===== src/design/periodic_tick_event_table_assert.svh =====
// ---------------------------------------------------------------------------
// Assertion macros for the periodic tick event table
// Clocked on clk_i; the first form is disabled during reset.
// ---------------------------------------------------------------------------
`ifndef PERIODIC_TICK_EVENT_TABLE_ASSERT_SVH
`define PERIODIC_TICK_EVENT_TABLE_ASSERT_SVH

`define PTET_ASSERT(lbl, prop, msg) \
  lbl: assert property (@(posedge clk_i) disable iff (!rst_ni) prop) else $error(msg);

`define PTET_ASSERT_ALWAYS(lbl, prop, msg) \
  lbl: assert property (@(posedge clk_i) prop) else $error(msg);

`endif


===== src/design/ptet_pkg.sv =====
`timescale 1ns / 1ps
// ---------------------------------------------------------------------------
// ptet_pkg
// Shared types and constants of the periodic tick event table.
// ---------------------------------------------------------------------------
package ptet_pkg;

  localparam int unsigned CHANNEL_COUNT_DEF = 8;
  localparam int unsigned COUNT_BITS_DEF    = 32;
  localparam int unsigned CHAN_ID_BITS      = 3;
  localparam int unsigned PERIOD_BITS       = 32;

  typedef enum logic [1:0] {
    REQ_TICK  = 2'd0,
    REQ_SET   = 2'd1,
    REQ_CLEAR = 2'd2,
    REQ_NOP   = 2'd3
  } req_e;

  localparam logic KIND_SET_REPLY = 1'b0;
  localparam logic KIND_FIRE      = 1'b1;

  typedef struct packed {
    logic                    kind;
    logic [CHAN_ID_BITS-1:0] chan;
    logic                    failed;
    logic                    last;
  } res_t;

endpackage


===== src/design/ptet_cell.sv =====
`timescale 1ns / 1ps
// ---------------------------------------------------------------------------
// ptet_cell
// One slot of the channel ring: active flag, channel tag, reload and count.
// On every shift takes its neighbor's contents, or at the tail the new entry.
// ---------------------------------------------------------------------------
module ptet_cell #(
  parameter int unsigned TAG_BITS   = 3,
  parameter int unsigned COUNT_BITS = 32,
  parameter int unsigned INDEX      = 0
) (
  input  logic                  clk_i,
  input  logic                  rst_ni,
  input  logic                  shift_i,
  input  logic                  active_i,
  input  logic [TAG_BITS-1:0]   tag_i,
  input  logic [COUNT_BITS-1:0] reload_i,
  input  logic [COUNT_BITS-1:0] count_i,
  output logic                  active_o,
  output logic [TAG_BITS-1:0]   tag_o,
  output logic [COUNT_BITS-1:0] reload_o,
  output logic [COUNT_BITS-1:0] count_o
);

  logic                  active_q;
  logic [TAG_BITS-1:0]   tag_q;
  logic [COUNT_BITS-1:0] reload_q;
  logic [COUNT_BITS-1:0] count_q;

  always_ff @(posedge clk_i or negedge rst_ni) begin
    if (!rst_ni) begin
      active_q <= 1'b0;
      tag_q    <= TAG_BITS'(INDEX);
    end else if (shift_i) begin
      active_q <= active_i;
      tag_q    <= tag_i;
    end
  end

  always_ff @(posedge clk_i) begin
    if (shift_i) begin
      reload_q <= reload_i;
      count_q  <= count_i;
    end
  end

  assign active_o = active_q;
  assign tag_o    = tag_q;
  assign reload_o = reload_q;
  assign count_o  = count_q;

endmodule


===== src/design/ptet_ctrl.sv =====
`timescale 1ns / 1ps
// ---------------------------------------------------------------------------
// ptet_ctrl
// Request sequencer: works on the ring head one step per cycle unless held
// by a stalled fire, writes back at the tail and drives the result register.
// ---------------------------------------------------------------------------
module ptet_ctrl #(
  parameter int unsigned CHANNEL_COUNT = 8,
  parameter int unsigned COUNT_BITS    = 32,
  parameter int unsigned TAG_BITS      = 3
) (
  input  logic                           clk_i,
  input  logic                           rst_ni,
  input  logic                           in_valid_i,
  output logic                           in_stall_o,
  input  logic [1:0]                     req_type_i,
  input  logic [ptet_pkg::PERIOD_BITS-1:0] period_ticks_i,
  input  logic [ptet_pkg::CHAN_ID_BITS-1:0] target_channel_i,
  input  logic                           head_active_i,
  input  logic [TAG_BITS-1:0]            head_tag_i,
  input  logic [COUNT_BITS-1:0]          head_reload_i,
  input  logic [COUNT_BITS-1:0]          head_count_i,
  output logic                           shift_o,
  output logic                           new_active_o,
  output logic [TAG_BITS-1:0]            new_tag_o,
  output logic [COUNT_BITS-1:0]          new_reload_o,
  output logic [COUNT_BITS-1:0]          new_count_o,
  output logic                           out_valid_o,
  input  logic                           out_stall_i,
  output ptet_pkg::res_t                 res_o
);
  import ptet_pkg::*;

  `include "periodic_tick_event_table_assert.svh"

  localparam int unsigned CMP_BITS = (TAG_BITS > CHAN_ID_BITS) ? TAG_BITS : CHAN_ID_BITS;
  localparam logic [TAG_BITS-1:0] LAST_STEP = TAG_BITS'(CHANNEL_COUNT - 1);

  typedef enum logic [1:0] {
    ST_IDLE,
    ST_SCAN,
    ST_FINISH
  } state_e;

  state_e                  state_q;
  logic [TAG_BITS-1:0]     step_q;
  logic                    pend_v_q;
  logic [TAG_BITS-1:0]     pend_ch_q;
  logic                    out_v_q;
  res_t                    res_q;
  req_e                    req_q;
  logic [COUNT_BITS-1:0]   period_q;
  logic [CHAN_ID_BITS-1:0] target_q;

  logic                  in_acc;
  logic                  out_free;
  logic [COUNT_BITS-1:0] dec;
  logic                  hit;
  logic                  tag_match;
  logic                  adv;
  logic                  claim;
  logic                  load_out;
  logic                  fin_done;
  res_t                  res_d;

  assign in_stall_o = (state_q != ST_IDLE);
  assign in_acc     = in_valid_i && !in_stall_o;
  assign out_free   = !out_v_q || !out_stall_i;
  assign dec        = head_count_i - COUNT_BITS'(1);
  assign hit        = head_active_i && (dec == '0);
  assign tag_match  = (CMP_BITS'(head_tag_i) == CMP_BITS'(target_q));
  assign new_tag_o  = head_tag_i;

  always_comb begin
    new_active_o = head_active_i;
    new_reload_o = head_reload_i;
    new_count_o  = head_count_i;
    adv          = 1'b0;
    claim        = 1'b0;
    load_out     = 1'b0;
    fin_done     = 1'b0;
    res_d        = res_q;
    case (state_q)
      ST_SCAN: begin
        case (req_q)
          REQ_TICK: begin
            if (head_active_i) begin
              new_count_o = hit ? head_reload_i : dec;
            end
            adv = !(hit && pend_v_q && !out_free);
            if (hit && pend_v_q && out_free) begin
              load_out = 1'b1;
              res_d    = '{kind: KIND_FIRE, chan: CHAN_ID_BITS'(pend_ch_q),
                           failed: 1'b0, last: 1'b0};
            end
          end
          REQ_SET: begin
            adv = 1'b1;
            if (!head_active_i && !pend_v_q) begin
              claim        = 1'b1;
              new_active_o = 1'b1;
              new_reload_o = period_q;
              new_count_o  = period_q;
            end
          end
          REQ_CLEAR: begin
            adv = 1'b1;
            if (tag_match) begin
              new_active_o = 1'b0;
            end
          end
          default: begin
            adv = 1'b1;
          end
        endcase
      end
      ST_FINISH: begin
        case (req_q)
          REQ_TICK: begin
            fin_done = !pend_v_q || out_free;
            if (pend_v_q && out_free) begin
              load_out = 1'b1;
              res_d    = '{kind: KIND_FIRE, chan: CHAN_ID_BITS'(pend_ch_q),
                           failed: 1'b0, last: 1'b1};
            end
          end
          REQ_SET: begin
            fin_done = out_free;
            if (out_free) begin
              load_out = 1'b1;
              res_d    = '{kind: KIND_SET_REPLY,
                           chan: pend_v_q ? CHAN_ID_BITS'(pend_ch_q) : '0,
                           failed: !pend_v_q, last: 1'b1};
            end
          end
          default: begin
            fin_done = 1'b1;
          end
        endcase
      end
      default: begin
      end
    endcase
  end

  assign shift_o = adv;

  always_ff @(posedge clk_i or negedge rst_ni) begin
    if (!rst_ni) begin
      state_q  <= ST_IDLE;
      step_q   <= '0;
      pend_v_q <= 1'b0;
      out_v_q  <= 1'b0;
      res_q    <= '0;
    end else begin
      if (load_out) begin
        out_v_q <= 1'b1;
        res_q   <= res_d;
      end else if (!out_stall_i) begin
        out_v_q <= 1'b0;
      end
      case (state_q)
        ST_IDLE: begin
          if (in_acc) begin
            state_q  <= ST_SCAN;
            step_q   <= '0;
            pend_v_q <= 1'b0;
          end
        end
        ST_SCAN: begin
          if (adv) begin
            if ((req_q == REQ_TICK && hit) || claim) begin
              pend_v_q <= 1'b1;
            end
            if (step_q == LAST_STEP) begin
              step_q  <= '0;
              state_q <= ST_FINISH;
            end else begin
              step_q <= step_q + TAG_BITS'(1);
            end
          end
        end
        ST_FINISH: begin
          if (fin_done) begin
            state_q  <= ST_IDLE;
            pend_v_q <= 1'b0;
          end
        end
        default: begin
          state_q <= ST_IDLE;
        end
      endcase
    end
  end

  always_ff @(posedge clk_i) begin
    if (in_acc) begin
      req_q    <= req_e'(req_type_i);
      period_q <= COUNT_BITS'(period_ticks_i);
      target_q <= target_channel_i;
    end
    if (state_q == ST_SCAN && adv && ((req_q == REQ_TICK && hit) || claim)) begin
      pend_ch_q <= head_tag_i;
    end
  end

  assign out_valid_o = out_v_q;
  assign res_o       = res_q;

  `PTET_ASSERT(a_hold_ring, (state_q == ST_SCAN && !adv) |=> $stable(step_q),
               "ring moved while held")
  `PTET_ASSERT(a_scan_end,
               (state_q == ST_SCAN && adv && step_q == LAST_STEP) |=> (state_q == ST_FINISH),
               "scan did not end")
  `PTET_ASSERT(a_step_range, step_q <= LAST_STEP, "step counter out of range")
  `PTET_ASSERT(a_fail_chan,
               (out_v_q && res_q.failed) |->
                 (res_q.chan == '0 && res_q.kind == KIND_SET_REPLY && res_q.last),
               "bad failure reply")
  `PTET_ASSERT_ALWAYS(a_no_load_full, load_out |-> out_free, "result overwritten")

endmodule


===== src/design/periodic_tick_event_table.sv =====
`timescale 1ns / 1ps
// ---------------------------------------------------------------------------
// periodic_tick_event_table
// Table of periodic timer channels kept in a ring of cells. Set claims the
// lowest free channel, clear frees one, tick counts all active channels down
// and reports each one that fires, in channel order.
// ---------------------------------------------------------------------------
//  channel | direction | handshake                | payload
//  in      | input     | in_valid_i / in_stall_o  | req_type, period_ticks, target_channel
//  out     | output    | out_valid_o / out_stall_i| result_kind, channel_id, set_failed,
//          |           |                          | last_of_run
//
//  A transaction is the accept, one ring rotation of CHANNEL_COUNT steps
//  through the head cell, and a finish state that may wait on the output.
//  Reset clears all channels to inactive; no clearing pass is needed.
//  A tick with several fires holds the ring while the result register is full
//  and stalled, so output stalls lengthen that transaction.
// ---------------------------------------------------------------------------
module periodic_tick_event_table #(
  parameter int unsigned CHANNEL_COUNT = ptet_pkg::CHANNEL_COUNT_DEF,
  parameter int unsigned COUNT_BITS    = ptet_pkg::COUNT_BITS_DEF
) (
  input  logic                              clk_i,
  input  logic                              rst_ni,
  input  logic                              in_valid_i,
  output logic                              in_stall_o,
  input  logic [1:0]                        req_type_i,
  input  logic [ptet_pkg::PERIOD_BITS-1:0]  period_ticks_i,
  input  logic [ptet_pkg::CHAN_ID_BITS-1:0] target_channel_i,
  output logic                              out_valid_o,
  input  logic                              out_stall_i,
  output logic                              result_kind_o,
  output logic [ptet_pkg::CHAN_ID_BITS-1:0] channel_id_o,
  output logic                              set_failed_o,
  output logic                              last_of_run_o
);
  import ptet_pkg::*;

  localparam int unsigned TAG_BITS = (CHANNEL_COUNT > 1) ? $clog2(CHANNEL_COUNT) : 1;

  logic                  act_w   [CHANNEL_COUNT];
  logic [TAG_BITS-1:0]   tag_w   [CHANNEL_COUNT];
  logic [COUNT_BITS-1:0] rel_w   [CHANNEL_COUNT];
  logic [COUNT_BITS-1:0] cnt_w   [CHANNEL_COUNT];

  logic                  shift;
  logic                  new_active;
  logic [TAG_BITS-1:0]   new_tag;
  logic [COUNT_BITS-1:0] new_reload;
  logic [COUNT_BITS-1:0] new_count;
  res_t                  res;

  for (genvar i = 0; i < CHANNEL_COUNT; i++) begin : g_ring
    if (i == CHANNEL_COUNT - 1) begin : g_tail
      ptet_cell #(
        .TAG_BITS  (TAG_BITS),
        .COUNT_BITS(COUNT_BITS),
        .INDEX     (i)
      ) u_cell (
        .clk_i   (clk_i),
        .rst_ni  (rst_ni),
        .shift_i (shift),
        .active_i(new_active),
        .tag_i   (new_tag),
        .reload_i(new_reload),
        .count_i (new_count),
        .active_o(act_w[i]),
        .tag_o   (tag_w[i]),
        .reload_o(rel_w[i]),
        .count_o (cnt_w[i])
      );
    end else begin : g_body
      ptet_cell #(
        .TAG_BITS  (TAG_BITS),
        .COUNT_BITS(COUNT_BITS),
        .INDEX     (i)
      ) u_cell (
        .clk_i   (clk_i),
        .rst_ni  (rst_ni),
        .shift_i (shift),
        .active_i(act_w[i+1]),
        .tag_i   (tag_w[i+1]),
        .reload_i(rel_w[i+1]),
        .count_i (cnt_w[i+1]),
        .active_o(act_w[i]),
        .tag_o   (tag_w[i]),
        .reload_o(rel_w[i]),
        .count_o (cnt_w[i])
      );
    end
  end

  ptet_ctrl #(
    .CHANNEL_COUNT(CHANNEL_COUNT),
    .COUNT_BITS   (COUNT_BITS),
    .TAG_BITS     (TAG_BITS)
  ) u_ctrl (
    .clk_i           (clk_i),
    .rst_ni          (rst_ni),
    .in_valid_i      (in_valid_i),
    .in_stall_o      (in_stall_o),
    .req_type_i      (req_type_i),
    .period_ticks_i  (period_ticks_i),
    .target_channel_i(target_channel_i),
    .head_active_i   (act_w[0]),
    .head_tag_i      (tag_w[0]),
    .head_reload_i   (rel_w[0]),
    .head_count_i    (cnt_w[0]),
    .shift_o         (shift),
    .new_active_o    (new_active),
    .new_tag_o       (new_tag),
    .new_reload_o    (new_reload),
    .new_count_o     (new_count),
    .out_valid_o     (out_valid_o),
    .out_stall_i     (out_stall_i),
    .res_o           (res)
  );

  assign result_kind_o = res.kind;
  assign channel_id_o  = res.chan;
  assign set_failed_o  = res.failed;
  assign last_of_run_o = res.last;

endmodule

===== config.mk =====
export PLATFORM = sky130hd
export DESIGN_NAME = periodic_tick_event_table
export DESIGN_NICKNAME = d
export VERILOG_FILES = /design/src/design/ptet_pkg.sv /design/src/design/ptet_cell.sv /design/src/design/ptet_ctrl.sv /design/src/design/periodic_tick_event_table.sv
export VERILOG_INCLUDE_DIRS = /design/src /design/src/design
export SDC_FILE = /design/constraint.sdc
export NUM_CORES = 1
export LEC_CHECK = 0
export BUFFER_PORTS_ARGS = -buffer_cell sky130_fd_sc_hd__buf_2
export CAP_MARGIN = 40
export CORE_UTILIZATION = 55
export CTS_BUF_LIST = sky130_fd_sc_hd__clkbuf_4
export DETAILED_ROUTE_END_ITERATION = 10
export PLACE_DENSITY = 0.84
export SLEW_MARGIN = 0
export SYNTH_ARGS = -nofsm -noshare
export SYNTH_HDL_FRONTEND = slang
export SYNTH_HIERARCHICAL = 1
export SYNTH_SLANG_ARGS = --single-unit

===== constraint.sdc =====
create_clock -name clk_i -period 29 [get_ports clk_i]
set_input_delay 5.8 -clock clk_i [delete_from_list [all_inputs] [get_ports clk_i]]
set_output_delay 5.8 -clock clk_i [all_outputs]
set_load 0.01 [all_outputs]

# ---- Word level (Yosys, flattened, before mapping)
# Index checks and enable logic that the tools add are counted.
dict set report classes {
  n_eq_ne 17
  n_reduce_logical 31
  add_sub_neg 2
  n_mux 48
}
# op count
set ops {}
lappend ops {{32-bit two-way mux} 7}
lappend ops {{32-bit one-hot mux with 2 select lines} 1}
lappend ops {{32-bit logical NOT} 1}
lappend ops {{32-bit by 1-bit subtractor with 32-bit output, second input constant} 1}
lappend ops {{6-bit two-way mux} 4}
lappend ops {{6-bit one-hot mux with 2 select lines} 2}
lappend ops {{1-bit two-way mux} 19}
lappend ops {{2-bit by 1-bit inequality test with 1-bit output, second input constant} 8}
lappend ops {{3-bit two-way mux} 4}
lappend ops {{1-bit logical AND} 10}
lappend ops {{3-bit by 2-bit inequality test with 1-bit output, second input constant} 3}
lappend ops {{2-bit two-way mux} 4}
lappend ops {{1-bit one-hot mux with 2 select lines} 4}
lappend ops {{1-bit logical NOT} 7}
lappend ops {{7-bit AND reduction} 1}
lappend ops {{2-bit one-hot mux with 3 select lines} 1}
lappend ops {{3-bit one-hot mux with 2 select lines} 1}
lappend ops {{2-bit nonzero test} 3}
lappend ops {{5-bit AND reduction} 1}
lappend ops {{2-bit by 1-bit equality test with 1-bit output, second input constant} 2}
lappend ops {{2-bit equality test, second input constant} 2}
lappend ops {{2-bit logical NOT} 2}
lappend ops {{4-bit AND reduction} 1}
lappend ops {{3-bit by 1-bit adder with 3-bit output, second input constant} 1}
lappend ops {{6 further kinds} 8}
dict set report word_totals {
  word_cells 142
  register_bits 597
}

# ---- Longest topological paths before layout
dict set report depth {
  depth_word 10
  ltp_mapped 14
}

# ---- Hierarchy
# The synthesis kept the hierarchy.
# module n_inst cells_each area_per_inst_um2
set modules_own_cells {}
lappend modules_own_cells {{ptet_cell at g_ring[3].g_body.u_cell ...} 3 72 2069.5}
lappend modules_own_cells {{ptet_cell at g_ring[1].g_body.u_cell ...} 3 72 2068.2}
lappend modules_own_cells {ptet_ctrl 1 587 4603.2}
lappend modules_own_cells {{ptet_cell at g_ring[7].g_tail.u_cell} 1 72 2070.7}
lappend modules_own_cells {{ptet_cell at g_ring[0].g_body.u_cell} 1 72 2067.0}

# ---- Least setup slack after synthesis
# No wires, ideal clock.
dict set report synth_timing {
  kind {input to register}
  from {in out_stall_i}
  to {reg g_ring[1].g_body.u_cell.tag_q[0]}
  t_required_ns 28.836
  path_slack_ns -2.693
  arrival_time_ns 31.528
  setup_ns 0.164
  stages 6
  cell_sequence {nand2_1 a211oi_1 o21ai_0 nor4_4 nor2_1 mux2_2}
}
dict set report synth_via {
  elab_chain_cells 7
}
# element line_no
set synth_rtl {}
lappend synth_rtl {{from (decl)} periodic_tick_event_table.sv:31} ;# input logic out_stall_i,
lappend synth_rtl {{1-bit logical NOT} ptet_ctrl.sv:68} ;# assign out_free = !out_v_q || !out_stall_i;
lappend synth_rtl {{1-bit logical OR} ptet_ctrl.sv:68}
lappend synth_rtl {{1-bit logical NOT} ptet_ctrl.sv:90} ;# adv = !(hit && pend_v_q && !out_free);
lappend synth_rtl {{1-bit logical AND} ptet_ctrl.sv:90}
lappend synth_rtl {{1-bit logical NOT} ptet_ctrl.sv:90}
lappend synth_rtl {{1-bit two-way mux} ptet_ctrl.sv:85} ;# case (req_q)
lappend synth_rtl {{1-bit two-way mux} ptet_ctrl.sv:83} ;# case (state_q)
lappend synth_rtl {{net shift} periodic_tick_event_table.sv:46} ;# logic shift;
lappend synth_rtl {{to (signal assigned)} ptet_cell.sv:33} ;# tag_q <= TAG_BITS'(INDEX);
lappend synth_rtl {{to (signal assigned)} ptet_cell.sv:36} ;# tag_q <= tag_i;
lappend synth_rtl {{to (decl)} ptet_cell.sv:26} ;# logic [TAG_BITS-1:0] tag_q;
# The timed path passes the listed nets, and every way through them passes these cells.
# A chain may end at the register's enable or synchronous reset.

# ---- Final worst setup path
dict set report layout_timing {
  from {in out_stall_i}
  to {reg g_ring[7].g_tail.u_cell.count_q[22] (enable)}
}
dict set report layout_via {
  elab_chain_cells 7
}
# element line_no
set layout_rtl {}
lappend layout_rtl {{1-bit logical NOT} ptet_ctrl.sv:68}
lappend layout_rtl {{1-bit logical OR} ptet_ctrl.sv:68}
lappend layout_rtl {{1-bit logical NOT} ptet_ctrl.sv:90}
lappend layout_rtl {{1-bit logical AND} ptet_ctrl.sv:90}
lappend layout_rtl {{1-bit logical NOT} ptet_ctrl.sv:90}
lappend layout_rtl {{1-bit two-way mux} ptet_ctrl.sv:85}
lappend layout_rtl {{1-bit two-way mux} ptet_ctrl.sv:83}
lappend layout_rtl {{net shift} periodic_tick_event_table.sv:46}
lappend layout_rtl {{to (signal assigned)} ptet_cell.sv:43} ;# count_q <= count_i;
lappend layout_rtl {{to (decl)} ptet_cell.sv:28} ;# logic [COUNT_BITS-1:0] count_q;
# The timed path passes the listed nets, and every way through them passes these cells.

==> results.ini <==
[outcome]
status=completed

[detailed_routing]
drt_iter0_markers=1196
detail-route-antenna-nets=0
viasPerCell=5.65
firstDrtPassIters=8
drc=0
wl_per_cell_um=19.8
num_vias=11000
drt-total-wl_um=38600

[logic_synthesis]
synth_edf_count=552
synth_flop_cell=edfxtp_1
syn-cell-area_um2=21200
ys_types=69
synth_area_leader_cell=edfxtp_1
synth_warnings=6
synth_top_area_share_pct=78.4
ys_seq_area_share_pct=83.8
synth_cells=1163
synth.area.top_cells=edfxtp_1 (78%), dfrtp_1 (3.9%), nand2_1 (2.3%)
ys_seq_elements=597
synthArstFlopShare_pct=7.54
avgSynthCellArea_um2=18.2
syn_nets=1215

[timing]
max_slew_margin_pct=15.7
finalCritPeriodShare_pct=31.5
tns_ns=0
setup_viol_count_final=0
max_freq_mhz=110
worst_pin_slew_ns=1.26
hold_violations=0
slew_violations=0
rsz0062_at_grt=no
fin_hold_ws_ns=0.381
finClkSkew_ns=0.0662
layout_min_cycle_time_ns=9.13

[layout]
multiInputGateArea_um2=3210
fin_util_pct=63.4
regArea_um2=17700
fin_area_um2=24000
area_growth_pct=13.2
nNetsFinal=1386
drive_gt1_share_pct=24.7
fill_cells=2506

[min_path]
min_path_cells=0
min_from=g_ring[1].g_body.u_cell/reload_o[2]$_DFFE_PP_
min_to=g_ring[0].g_body.u_cell/reload_o[2]$_DFFE_PP_
hp-class=flip-flop to flip-flop

[placement]
gp_congestion=0.869
numPortBuffers=48
hpwlAfterDp_um=22600
dpl_cell_area_um2=22100

[clock_tree]
postCtsHoldBufs=0
cts_resized=0
cts_root_buffer=clkbuf_4
cts_tree=built
clkSinkCount=597
numCtsBuffers=143
cts.clk_slew.worst_paths_ns=0.07
insertion_delay_ns=0.81
clockBufferDepth=3
postCtsSetupBuffers=0
htreeDepth=4

[global_routing]
grt_overflow=0
grt_pass1_vias=10800
grt_first_pass_wirelength_um=58900
antenna_found_initial=2
grt_use_total_pct=20.3
grt_max_degree=238

[floorplan]
fp.dieH_um=198
fp.dieW_um=198
dieArea_um2=39200
core_um2=37800
std_cell_rows=71
num_io_pins=49
start_util_pct=56.0

[worst_setup_path]
cp-start-kind=primary input
r2r_setup_slack_ns=22.06
r2r_end=g_ring[7].g_tail.u_cell/count_o[22]$_DFFE_PP_
r2r_cells=15
cp.buffers_inverters=7
worst-endpoint-arrival_ns=9.58
path_max_fanout=68
reg2reg_from=g_ring[0].g_body.u_cell/count_o[0]$_DFFE_PP_
crit_chain=buf_2, nand2_1, a211oi_1, o21ai_0, nor4_4, nor2_4, buf_4, buf_16, buf_4, buf_16, buf_4, buf_16
cp.required_ns=29.45
path_class=primary input to flip-flop
end_kind=flip-flop
slowest_stage=nor2_4
cpPeakStageDelay_ns=0.67
critPathTopFamily=buffers and inverters

[pwr]
p_per_area_nw_per_um2=116
p_leak_nw=8.74
ir_worst_vdd_mv=0.0974

[job]
maxCapViolations=0

[logic make-up (layout without fill, tap and decap cells)]
| logic type | after synthesis | after routing | synth area share, % |
|---|---|---|---|
| DFF | 597 | 597 | 83.8 |
| and+or+nand+nor | 292 | 292 | 6.91 |
| AOI/OAI and AO/OA | 155 | 155 | 5.01 |
| buffers and inverters | 57 | 332 | 1.13 |
| muxes | 40 | 40 | 2.09 |
| adders and majority gates | 11 | 11 | 0.651 |
| xor gates and xnor gates | 11 | 11 | 0.455 |
| other | 0 | 2 | 0 |
[area by class of cell]
class,instances,share of cell area [%]
flip-flops and latches,597,74.0
multi-input cells,509,13.4
clock buffers,204,6.39
well taps,511,2.67
repair buffers,67,2.02
clock inverters,45,1.28
inverters,16,0.251
diodes,2,0.0209
[power by group]
group | total [mW] | switching, mW | internal, mW
logic | 0.417 | 0.302 | 0.115
registers | 1.69 | 0.168 | 1.52
clock network | 0.679 | 0.318 | 0.361
total | 2.78 | 0.788 | 2.00
[registers in the layout (all words and copies together), names as in the netlist, 6 cells and up]
| signal | flops |
|---|---|
| g_ring.g_body.u_cell/count_o | 224 |
| g_ring.g_body.u_cell/reload_o | 224 |
| g_ring.g_tail.u_cell/count_o | 32 |
| g_ring.g_tail.u_cell/reload_o | 32 |
| u_ctrl/period_q | 32 |
| g_ring.g_body.u_cell/tag_o | 21 |
| g_ring.g_body.u_cell/active_o | 7 |
| u_ctrl/res_o | 6 |
[cells in the final DEF (no fill, tap or decap), types with 6 or more instances in the layout]
master,count
a21o_1,21
a21oi_1,18
a31oi_1,12
and2_1,6
buf_2,48
buf_4,12
clkbuf_4,204
clkinv_1,24
clkinv_2,6
dfrtp_1,33
dfstp_2,12
edfxtp_1,552
ha_1,11
inv_1,16
mux2_2,33
mux2i_1,6
nand2_1,130
nand3_1,26
nand4_1,11
nor2_1,41
nor3_1,9
nor4_1,7
o211ai_1,17
o21ai_0,37
o311ai_0,11
or2_2,6
or3_1,9
or4_1,9
xor2_1,6
[cells in the mapped netlist, types with 5 or more instances]
cell and instances:
edfxtp_1 552, nand2_1 130, nor2_1 42, o21ai_0 37, dfrtp_1 33, mux2_2 33
clkbuf_1 32, nand3_1 26, a21o_1 21, a21oi_1 18, o211ai_1 17, inv_1 16
a31oi_1 12, dfstp_2 12, ha_1 11, nand4_1 11, o311ai_0 11, nor3_1 9
or3_1 9, or4_1 9, and2_1 7, nor4_1 7, mux2i_1 6, or2_2 6
xor2_1 6, a22oi_1 5, and3_1 5, xnor2_1 5
[routing by layer]
layer / vias to the layer above / part of all wire, % / GRT usage, %
li1: 4962 / - / -
met1: 5410 / 42 / 27.8
met2: 547 / 47 / 30.4
met3: 113 / 7.6 / 5.40
met4: 0 / 3.2 / 10.2
met5: - / 0 / 0
[through the flow]
stage          total power [mW]  worst slack (ns)  std cells
2_1_floorplan              2.05              7.19       1163
5_1_grt                    2.92             19.65       1951
3_5_place_dp               2.10             19.09       1700
4_1_cts                    2.80             19.95       1949
3_3_place_gp               2.04             18.57       1694
6_report                   2.78             19.87       1951
[how the worst max path moves through the flow]
| stage | start | endpoint | slack [ns] | cells after the start |
|---|---|---|---|---|
| 3_3_place_gp | out_stall_i | g_ring[7].g_tail.u_cell/reload_o[15]$_DFFE_PP_ | 18.57 | 9 |
| 4_1_cts | out_stall_i | g_ring[6].g_body.u_cell/reload_o[15]$_DFFE_PP_ | 19.95 | 12 |
| 2_1_floorplan | out_stall_i | g_ring[1].g_body.u_cell/tag_o[0]$_DFFE_PN1P_ | 7.19 | 6 |
| 3_5_place_dp | out_stall_i | g_ring[6].g_body.u_cell/reload_o[15]$_DFFE_PP_ | 19.09 | 12 |
| 6_report | out_stall_i | g_ring[7].g_tail.u_cell/count_o[22]$_DFFE_PP_ | 19.87 | 12 |
| 5_1_grt | out_stall_i | g_ring[7].g_tail.u_cell/reload_o[15]$_DFFE_PP_ | 19.65 | 12 |
Power figures use the tool's default switching activity.
